File: src/sv/hrbp_pkg.sv
// ----------------------------------------------------------------------------
// hrbp_pkg
// Shared constants, types and the column formatting function of the
// history ring bar plot.
// ----------------------------------------------------------------------------
package hrbp_pkg;

	// Ring depth and derived widths
	localparam int DEPTH = 64;
	localparam int AW    = (DEPTH > 1) ? $clog2(DEPTH) : 1;
	localparam int CW    = $clog2(DEPTH + 1);

	// Item kinds carried on the input tuser
	localparam logic MODE_RECORD = 1'b0;
	localparam logic MODE_DRAW   = 1'b1;

	// Read issued to the sample memory, tracked down to the output buffer
	typedef struct packed {
		logic valid;
		logic last;
		logic page;
	} hrbp_issue_t;

	// Eight pixels of one column: 0xFF << (limit - height), byte-truncated
	function automatic logic [7:0] column_for(input logic [7:0] height, input logic page);
		logic [4:0] limit;
		logic [4:0] shift;
		logic [7:0] bits;
		limit = page ? 5'd8 : 5'd16;
		shift = limit - height[4:0];
		if (height >= {3'b000, limit}) begin
			bits = 8'hFF;
		end else if (shift >= 5'd8) begin
			bits = 8'h00;
		end else begin
			bits = 8'hFF << shift[2:0];
		end
		return bits;
	endfunction

endpackage

File: src/sv/hrbp_ram.sv
// ----------------------------------------------------------------------------
// hrbp_ram
// Sample memory: one write port, one read port, registered read data.
// ----------------------------------------------------------------------------
module hrbp_ram
	import hrbp_pkg::*;
(
	input  logic          clk,
	input  logic          wr_en,
	input  logic [AW-1:0] wr_addr,
	input  logic [7:0]    wr_data,
	input  logic          rd_en,
	input  logic [AW-1:0] rd_addr,
	output logic [7:0]    rd_data
);

	logic [7:0] mem [DEPTH];

	// Store one sample
	always_ff @(posedge clk) begin
		if (wr_en) begin
			mem[wr_addr] <= wr_data;
		end
	end

	// Read with registered output data
	always_ff @(posedge clk) begin
		if (rd_en) begin
			rd_data <= mem[rd_addr];
		end
	end

endmodule

File: src/sv/hrbp_seq.sv
// ----------------------------------------------------------------------------
// hrbp_seq
// Ring pointers and draw sequencer: records samples, then walks the ring
// from oldest to newest issuing one memory read per credit.
// ----------------------------------------------------------------------------
module hrbp_seq
	import hrbp_pkg::*;
(
	input  logic          clk,
	input  logic          arst_n,
	input  logic          in_valid,
	output logic          in_ready,
	input  logic          in_mode,
	input  logic [7:0]    in_sample,
	input  logic          in_page,
	input  logic          issue_ok,
	output logic          wr_en,
	output logic [AW-1:0] wr_addr,
	output logic [7:0]    wr_data,
	output logic [AW-1:0] rd_addr,
	output hrbp_issue_t   issue
);

	typedef enum logic {
		ST_IDLE,
		ST_DRAW
	} state_t;

	localparam logic [AW-1:0] LAST_SLOT = AW'(DEPTH - 1);
	localparam logic [CW-1:0] FULL_CNT  = CW'(DEPTH);

	state_t        state_q;
	logic [AW-1:0] wr_pos_q;
	logic [CW-1:0] count_q;
	logic [AW-1:0] rd_pos_q;
	logic [CW-1:0] remain_q;
	logic          page_q;

	logic          accept;
	logic          do_issue;
	logic [AW:0]   start_sum;
	logic [AW:0]   start_pos;

	assign in_ready = (state_q == ST_IDLE);
	assign accept   = in_valid && in_ready;

	// Write the sample of a record beat at the current slot
	assign wr_en   = accept && (in_mode == MODE_RECORD);
	assign wr_addr = wr_pos_q;
	assign wr_data = in_sample;

	// Oldest slot: write position minus count, modulo the depth
	assign start_sum = {1'b0, wr_pos_q} + (AW + 1)'(DEPTH) - (AW + 1)'(count_q);
	assign start_pos = (start_sum >= (AW + 1)'(DEPTH)) ? start_sum - (AW + 1)'(DEPTH)
	                                                   : start_sum;

	// Issue one read per cycle while the output side has room
	assign do_issue    = (state_q == ST_DRAW) && issue_ok;
	assign rd_addr     = rd_pos_q;
	assign issue.valid = do_issue;
	assign issue.last  = (remain_q == CW'(1));
	assign issue.page  = page_q;

	// Hold state, pointers and draw progress
	always_ff @(posedge clk or negedge arst_n) begin
		if (!arst_n) begin
			state_q  <= ST_IDLE;
			wr_pos_q <= '0;
			count_q  <= '0;
			rd_pos_q <= '0;
			remain_q <= '0;
			page_q   <= 1'b0;
		end else begin
			unique case (state_q)
				ST_IDLE: begin
					if (accept) begin
						if (in_mode == MODE_RECORD) begin
							wr_pos_q <= (wr_pos_q == LAST_SLOT) ? '0 : wr_pos_q + AW'(1);
							if (count_q != FULL_CNT) begin
								count_q <= count_q + CW'(1);
							end
						end else if (count_q != '0) begin
							state_q  <= ST_DRAW;
							rd_pos_q <= start_pos[AW-1:0];
							remain_q <= count_q;
							page_q   <= in_page;
						end
					end
				end
				ST_DRAW: begin
					if (do_issue) begin
						rd_pos_q <= (rd_pos_q == LAST_SLOT) ? '0 : rd_pos_q + AW'(1);
						remain_q <= remain_q - CW'(1);
						if (remain_q == CW'(1)) begin
							state_q <= ST_IDLE;
						end
					end
				end
				default: begin
					state_q <= ST_IDLE;
				end
			endcase
		end
	end

	a_count_range: assert property (@(posedge clk) disable iff (!arst_n)
		count_q <= FULL_CNT)
		else $error("stored count above depth");

	a_draw_remain: assert property (@(posedge clk) disable iff (!arst_n)
		(state_q == ST_DRAW) |-> (remain_q != '0) && (remain_q <= count_q))
		else $error("draw walking with bad remaining count");

	a_draw_ends: assert property (@(posedge clk) disable iff (!arst_n)
		(do_issue && issue.last) |=> (state_q == ST_IDLE))
		else $error("sequencer did not return to idle after last column");

endmodule

File: src/sv/hrbp_out.sv
// ----------------------------------------------------------------------------
// hrbp_out
// Column formatter and two-beat output buffer; grants read credits so
// that every issued read finds a free slot.
// ----------------------------------------------------------------------------
module hrbp_out
	import hrbp_pkg::*;
(
	input  logic        clk,
	input  logic        arst_n,
	input  hrbp_issue_t issue,
	input  logic [7:0]  rd_data,
	output logic        issue_ok,
	output logic        tvalid,
	input  logic        tready,
	output logic [7:0]  tdata,
	output logic        tlast
);

	hrbp_issue_t issue_s1;
	logic [7:0]  col_q  [2];
	logic        last_q [2];
	logic        wr_sel_q;
	logic        rd_sel_q;
	logic [1:0]  cnt_q;
	logic        push;
	logic        pop;
	logic [1:0]  occ;

	assign push = issue_s1.valid;
	assign pop  = tvalid && tready;
	assign occ  = cnt_q + {1'b0, issue_s1.valid};

	// Grant a read when a slot is free after this cycle's pop
	assign issue_ok = (occ < 2'd2) || pop;

	assign tvalid = (cnt_q != 2'd0);
	assign tdata  = col_q[rd_sel_q];
	assign tlast  = last_q[rd_sel_q];

	// Track the read in flight alongside the memory latency
	always_ff @(posedge clk or negedge arst_n) begin
		if (!arst_n) begin
			issue_s1 <= '0;
		end else begin
			issue_s1 <= issue;
		end
	end

	// Store formatted columns
	always_ff @(posedge clk) begin
		if (push) begin
			col_q[wr_sel_q]  <= column_for(rd_data, issue_s1.page);
			last_q[wr_sel_q] <= issue_s1.last;
		end
	end

	// Advance buffer pointers and fill count
	always_ff @(posedge clk or negedge arst_n) begin
		if (!arst_n) begin
			wr_sel_q <= 1'b0;
			rd_sel_q <= 1'b0;
			cnt_q    <= 2'd0;
		end else begin
			if (push) begin
				wr_sel_q <= ~wr_sel_q;
			end
			if (pop) begin
				rd_sel_q <= ~rd_sel_q;
			end
			cnt_q <= cnt_q + {1'b0, push} - {1'b0, pop};
		end
	end

	a_no_overflow: assert property (@(posedge clk) disable iff (!arst_n)
		!(push && (cnt_q == 2'd2) && !pop))
		else $error("column pushed into a full buffer");

	a_cnt_range: assert property (@(posedge clk) disable iff (!arst_n)
		cnt_q <= 2'd2)
		else $error("buffer count out of range");

	a_drain_by_pop: assert property (@(posedge clk) disable iff (!arst_n)
		$fell(tvalid) |-> $past(pop))
		else $error("output beat vanished without being taken");

endmodule

File: src/sv/history_ring_bar_plot.sv
// A draw of N stored samples passes the sequencer state, the memory read
// register and the output buffer, then gives one column per cycle while the
// output accepts. A draw holds the input busy until its N reads are issued,
// one per column (single read port); otherwise records are taken every cycle.
// Reset: arst_n clears write position, stored count and buffers; sample
// memory contents stay undefined until written.
// ----------------------------------------------------------------------------
// history_ring_bar_plot
// Ring of recent byte samples drawn as bar-graph columns, oldest first.
// ----------------------------------------------------------------------------
module history_ring_bar_plot
	import hrbp_pkg::*;
(
	input  logic        clk,
	input  logic        arst_n,
	input  logic        s_axis_tvalid,
	output logic        s_axis_tready,
	input  logic [15:0] s_axis_tdata,  // [7:0] sample, [8] page, [15:9] zero
	input  logic        s_axis_tuser,  // [0] mode
	output logic        m_axis_tvalid,
	input  logic        m_axis_tready,
	output logic [7:0]  m_axis_tdata,  // [7:0] column_bits
	output logic        m_axis_tlast
);

	logic          wr_en;
	logic [AW-1:0] wr_addr;
	logic [7:0]    wr_data;
	logic [AW-1:0] rd_addr;
	logic [7:0]    rd_data;
	logic          issue_ok;
	hrbp_issue_t   issue;

	// Sequence records and draws
	hrbp_seq u_seq (
		.clk       (clk),
		.arst_n    (arst_n),
		.in_valid  (s_axis_tvalid),
		.in_ready  (s_axis_tready),
		.in_mode   (s_axis_tuser),
		.in_sample (s_axis_tdata[7:0]),
		.in_page   (s_axis_tdata[8]),
		.issue_ok  (issue_ok),
		.wr_en     (wr_en),
		.wr_addr   (wr_addr),
		.wr_data   (wr_data),
		.rd_addr   (rd_addr),
		.issue     (issue)
	);

	// Hold the samples
	hrbp_ram u_ram (
		.clk     (clk),
		.wr_en   (wr_en),
		.wr_addr (wr_addr),
		.wr_data (wr_data),
		.rd_en   (issue.valid),
		.rd_addr (rd_addr),
		.rd_data (rd_data)
	);

	// Format and buffer columns
	hrbp_out u_out (
		.clk      (clk),
		.arst_n   (arst_n),
		.issue    (issue),
		.rd_data  (rd_data),
		.issue_ok (issue_ok),
		.tvalid   (m_axis_tvalid),
		.tready   (m_axis_tready),
		.tdata    (m_axis_tdata),
		.tlast    (m_axis_tlast)
	);

endmodule

File: config.mk
export PLATFORM = sky130hd
export DESIGN_NAME = history_ring_bar_plot
export DESIGN_NICKNAME = d
export VERILOG_FILES = /design/src/sv/hrbp_pkg.sv /design/src/sv/hrbp_ram.sv /design/src/sv/hrbp_seq.sv /design/src/sv/hrbp_out.sv /design/src/sv/history_ring_bar_plot.sv
export SDC_FILE = /design/constraint.sdc
export NUM_CORES = 1
export LEC_CHECK = 0
export BUFFER_PORTS_ARGS = -buffer_cell sky130_fd_sc_hd__buf_2
export CELL_PAD_IN_SITES_DETAIL_PLACEMENT = 1
export CELL_PAD_IN_SITES_GLOBAL_PLACEMENT = 1
export CORE_ASPECT_RATIO = 0.6
export CORE_MARGIN = 4
export CORE_UTILIZATION = 50
export DETAILED_ROUTE_END_ITERATION = 10
export GPL_TIMING_DRIVEN = 1
export PLACE_DENSITY_LB_ADDON = 0.1
export SKIP_LAST_GASP = 1
export SYNTH_ARGS = -nofsm -noshare
export SYNTH_HDL_FRONTEND = slang
export SYNTH_SLANG_ARGS = --single-unit
export TNS_END_PERCENT = 20
File: constraint.sdc
create_clock -name clk -period 2.4 [get_ports clk]
set_input_delay 0.48 -clock clk [delete_from_list [all_inputs] [get_ports clk]]
set_output_delay 0.48 -clock clk [all_outputs]
set_load 0.01 [all_outputs]
**Word-level counts from Yosys, hierarchy flattened**

Memory sizes are Yosys's and may differ from the RTL's. A register that Yosys moved wholly into a read port is not among the register bits.
Index checks and enable logic that the tools add are counted.

- RAM bits: 530
- Output and inout port bits: 11
- Bits of input ports: 21
- Register bits: 35
- Memories kept: 3
- Logic and storage cells: 80

Memory list:

| memory | depth | width | read ports | clocked after memory_dff | write ports | line | source |
|---|---|---|---|---|---|---|---|
| u_ram.mem | 64 | 8 | 1 | 1 | 1 | hrbp_ram.sv:17 | `logic [7:0] mem [DEPTH];` |
| u_out.col_q | 2 | 8 | 1 | 0 | 1 | hrbp_out.sv:21 | `logic [7:0] col_q [2];` |
| u_out.last_q | 2 | 1 | 1 | 0 | 1 | hrbp_out.sv:22 | `logic last_q [2];` |

- Order comparisons: 4
- Bitwise gates (word level): 4
- Multiplexer cells: 27
- Shift-type cells: 1
- Add/subtract/negate cells: 10
- Equal/unequal tests: 8
- Reductions and logical operators: 11

Operators with widths:

| kind | count |
|---|---|
| two-way mux 6 bit | 7 |
| two-way mux 7 bit | 4 |
| two-way mux 8 bit | 3 |
| one-hot mux 7 bit (2 select lines) | 1 |
| adder 6 x 1 -> 6 bit, second input constant | 2 |
| == test 6 bit, second input constant | 2 |
| one-hot mux 6 bit (2 select lines) | 1 |
| AND reduction 4 bit | 3 |
| two-way mux 1 bit | 9 |
| >= comparator 8 x 5 -> 1 bit | 1 |
| left shift 8 x 3 -> 8 bit, first input constant | 1 |
| adder 6 x 7 -> 7 bit, second input constant | 1 |
| adder 7 x 1 -> 7 bit, second input constant | 1 |
| == test 7 x 1 -> 1 bit, second input constant | 1 |
| >= comparator 7 bit, second input constant | 1 |
| inequality test 7 bit, second input constant | 1 |
| nonzero test 7 bit | 1 |
| subtractor 7 x 1 -> 7 bit, second input constant | 1 |
| subtractor 7 bit | 1 |
| inequality test 2 bit, second input constant | 3 |
| subtractor 6 x 1 -> 6 bit, second input constant | 1 |
| >= comparator 5 x 4 -> 1 bit, second input constant | 1 |
| two-way mux 5 bit | 1 |
| subtractor 5 bit | 1 |
| other kinds (10) | 16 |

**Depth between registers and ports, before layout**

- Depth in word-level cells: 8
- Mapped depth: 10

**Cells and area by module**

From an unflattened synthesis, not the netlist that was laid out.

- Cells, all modules: 1216
- Area, all modules: 23193.5 µm²

By module, submodules not included:

| module | times used | cells each | seq. area each (µm²) | area each (µm²) |
|---|---|---|---|---|
| hrbp_ram | 1 | 940 | 15615.0 | 20246.9 |
| hrbp_seq | 1 | 192 | 700.7 | 1778.0 |
| hrbp_out | 1 | 84 | 715.7 | 1168.6 |

**Worst setup path before layout**

OpenSTA, ideal clock, no wires.

- Path type: input-to-reg
- Start point: in s_axis_tvalid
- End point: mem u_ram.mem[31][0], enable pin
- Cell stages on the path: 6
- Buffers on the path: 2
- Setup slack: 115 ps
- Arrival time: 1911 ps
- Data required time: 2026 ps
- Cells stage by stage: nor2b_1 > nor2b_1 > clkbuf_1 > nand4_1 > clkbuf_1 > nor2_1

- Word-level cells in the longest chain between the ends: 4

RTL lines:

| what | line | source |
|---|---|---|
| start, declared | history_ring_bar_plot.sv:16 | `input logic s_axis_tvalid,` |
| logical AND 1 bit | hrbp_seq.sv:45 | `assign accept = in_valid && in_ready;` |
| logical AND 1 bit | hrbp_seq.sv:48 | `assign wr_en = accept && (in_mode == MODE_RECORD);` |
| two-way mux 1 bit | hrbp_ram.sv:21 | `if (wr_en) begin` |
| two-way mux 1 bit (not written as such) | hrbp_ram.sv:22 | `mem[wr_addr] <= wr_data;` |
| end, declared | hrbp_ram.sv:17 |  |

Every way passes these cells.

==> impl_metrics.tcl <==
set metrics [dict create \
    outcome "complete, but fails checks" \
    violations "setup timing" \
    fp-row-count 60 \
    power.share.clock 0.261 \
    wire_per_inst_um 28.6 \
    power_density_mw_per_mm2 1140 \
    vias_per_cell 6.03 \
    vias 12355 \
    final-seq-area_mm2 0.0170 \
    pwr-share-comb 0.350 \
    swShare 0.317 \
    track_usage 0.236 \
    synth_top_flop_cell "edfxtp_1" \
    initial_core_util 0.509 \
    async_reset_ff_frac 0.0611 \
    drtAntennaViolNets 0 \
    netlist_area_mm2 0.0229 \
    p_total_w 0.0308 \
    drt_iter0_markers 1241 \
    overflow 0 \
    crit_slowest_cell "dfrtp_4" \
    tightest_slew_ns 0.827 \
    arrival_ns 2.76 \
    post-dp-hpwl_um 38700 \
    multi_input_area_mm2 0.00564 \
    io_buffer_count 24 \
    fill_cells 3928 \
    clockRootBuffer "clkbuf_16" \
    syn-num-nets 1233 \
    drc 0 \
    cp-start-kind "register" \
    synth.avg_cell_area_um2 19.2 \
    drv_slew 0 \
    grt_max_degree 65 \
    clock_path_buffers 3 \
    die_h_um 174 \
    vdd_drop_max_v 0.000683 \
    clkLatencyLatePin_ns 0.59 \
    rsz0062_at_grt "true" \
    switchingPower_w 0.00977 \
    final_hold_viol_count 0 \
    core-area_mm2 0.0450 \
    place.gp.congestion 0.840 \
    period_minus_slack_ns 2.42 \
    cap_violations 0 \
    drive_gt1_frac 0.335 \
    final_common_cell "edfxtp_1" \
    ys_ff_latch 573 \
    grt_pass1_wl_um 85600 \
    area_growth_pct 18.3 \
    relSlewSlack 0.449 \
    path_cells "buf_4 -> buf_12 -> buf_4 -> mux4_2 -> mux4_2 -> nor3_2 -> nor3_1" \
    htree_levels 2 \
    layout.nets 1458 \
    min_path_type "input pin to register" \
    die_area_mm2 0.0494 \
    wl_um 58600 \
    worst_slack_ns -0.0159 \
    synth_edf_count 538 \
    synthCells 1193 \
    fmax_mhz 414 \
    clk_pin_slew_ns 0.07 \
    leakage_nw 9.11 \
    yosysSeqAreaShare 0.743 \
    ys_types 58 \
    crit_type "register to register" \
    firstDrtPassIters 5 \
    final_cell_mix "edfxtp_1, buf_4, mux4_2" \
    dp.cells 1929 \
    finalCritPeriodShare 1.01 \
    cts_sinks 573 \
    placed_area_mm2 0.0249 \
    finalClockSkew_ns 0.0180 \
    fp.dieW_um 284 \
    required_ns 2.74 \
    yosysWarnings 0 \
    cts_tree "done" \
    cp_max_fo 10 \
    grt_pass1_vias 12885 \
    cp_slowest_stage_delay_ns 0.53 \
    final_util 0.602 \
    pwr-share-seq 0.390 \
    antenna_found_initial 3 \
    final_cell_count_no_fill 2048 \
    cts_made_buffers 52 \
    p_int_w 0.0210 \
    finalSetupViolations 2 \
    endpoint_kind "register" \
    io_pins 32 \
    fin_area_mm2 0.0271 \
]
[cell type report]
type	instances	area share
clock buffers	71	0.0533
inverters	20	0.00277
diodes	1	0.0000923
multi-input cells	545	0.208
flip-flops and latches	573	0.629
clock inverters	23	0.00642
well taps	589	0.0272
repair buffers	226	0.0733
[cells in the mapped netlist (all sizes together) (4+ instances only)]
library cell,number,share of area
inv,19,0.0031
a21oi,22,0.0048
dfrtp,35,0.038
clkbuf,30,0.0050
and2,7,0.0019
nand3,16,0.0035
nor3,20,0.0044
mux2i,9,0.0039
nand2b,6,0.0016
o211ai,4,0.0013
mux4,130,0.13
o21ai,28,0.0061
nand2,39,0.0064
xnor2,11,0.0042
a21o,4,0.0013
o221ai,7,0.0027
nor2b,10,0.0027
edfxtp,538,0.71
nor2,103,0.017
a22o,4,0.0015
ha,18,0.0098
nand3b,4,0.0013
xor2,7,0.0027
nand4,5,0.0014
o22ai,20,0.0055
buf,25,0.0088
mux2,18,0.0088
a22oi,20,0.0066
[metal layers]
metal / vias up / track usage / wire length, um
li1: 5278 / - / -
met1: 6564 / 0.364 / 26500
met2: 450 / 0.345 / 26000
met3: 61 / 0.0640 / 5140
met4: 2 / 0.0461 / 904
met5: - / 0 / 16
[final timing paths]
kind | from | end | slack (ns) | depth (start not counted)
min reg2reg | u_out.issue_s1[1] | u_out.last_q[1] | 0.45 | 0
max reg2reg | u_seq.rd_addr[0] | u_ram.rd_data[2] | -0.02 | 7
min in group asynchronous | arst_n | u_seq.remain_q[4] | 0.44 | 2
max in group asynchronous | arst_n | u_out.issue_s1[1] | 1.40 | 3
min | s_axis_tdata[8] | u_seq.page_q | 0.16 | 2
max | u_seq.rd_addr[0] | u_ram.rd_data[2] | -0.02 | 7
[critical path: cells and delay by family, from the launching register on]
family / cells / cell delay, ns
mux: 2 / 1.00
buf+inv: 3 / 0.44
simple gates: 2 / 0.21
flops: 1 / 0.53
[power by group through the flow]
stage          Sequential, W  Combinational, W  Clock (W)
2_1_floorplan         0.0119           0.00621          0
3_3_place_gp          0.0122           0.00948          0
3_5_place_dp          0.0122           0.00967          0
4_1_cts               0.0120           0.00988    0.00820
5_1_grt               0.0121            0.0116    0.00868
6_report              0.0120            0.0108    0.00803
[state kept, by name, summed over array words and instances, names as in the netlist, 2 cells and up]
register        cells
u_ram.mem         512
u_out.col_q        16
u_ram.rd_data       8
u_seq.count_q       7
u_seq.remain_q      7
u_seq.rd_addr       6
u_seq.wr_addr       6
u_out.cnt_q         2
u_out.issue_s1      2
u_out.last_q        2
[stage by stage]
step	setup TNS (ns)	worst slack (ns)	hold slack, ns
final	-0.0279	-0.0159	0.156
after global routing	-0.153	-0.0739	0.147
after CTS	-0.0404	-0.0200	0.135
after detailed placement	-0.196	-0.104	0.450
after global placement	-0.0415	-0.0415	0.426
after floorplan	0	0.115	0.184
[logic make-up after synthesis]
group	count (synthesis)	synth area share
XOR/XNOR	18	0.00688
multiplexers	157	0.141
adder cells (fa/ha/maj)	19	0.0107
buffers and inverters	75	0.0171
flip-flops	573	0.743
AO/OA/AOI/OAI	124	0.0358
AND/OR/NAND/NOR	227	0.0457
[repair_timing]
action / in CTS / in global routing
endpoints found under the hold margin: 20 / 0
setup buffers: 0 / 19
gates resized for setup: 6 / 51
cloned: 1 / 3
pin swaps: 0 / 11
hold buffers: 1 / 0
endpoints found under the setup margin: 5 / 15
Note: power is estimated with default switching activity, not from simulation.
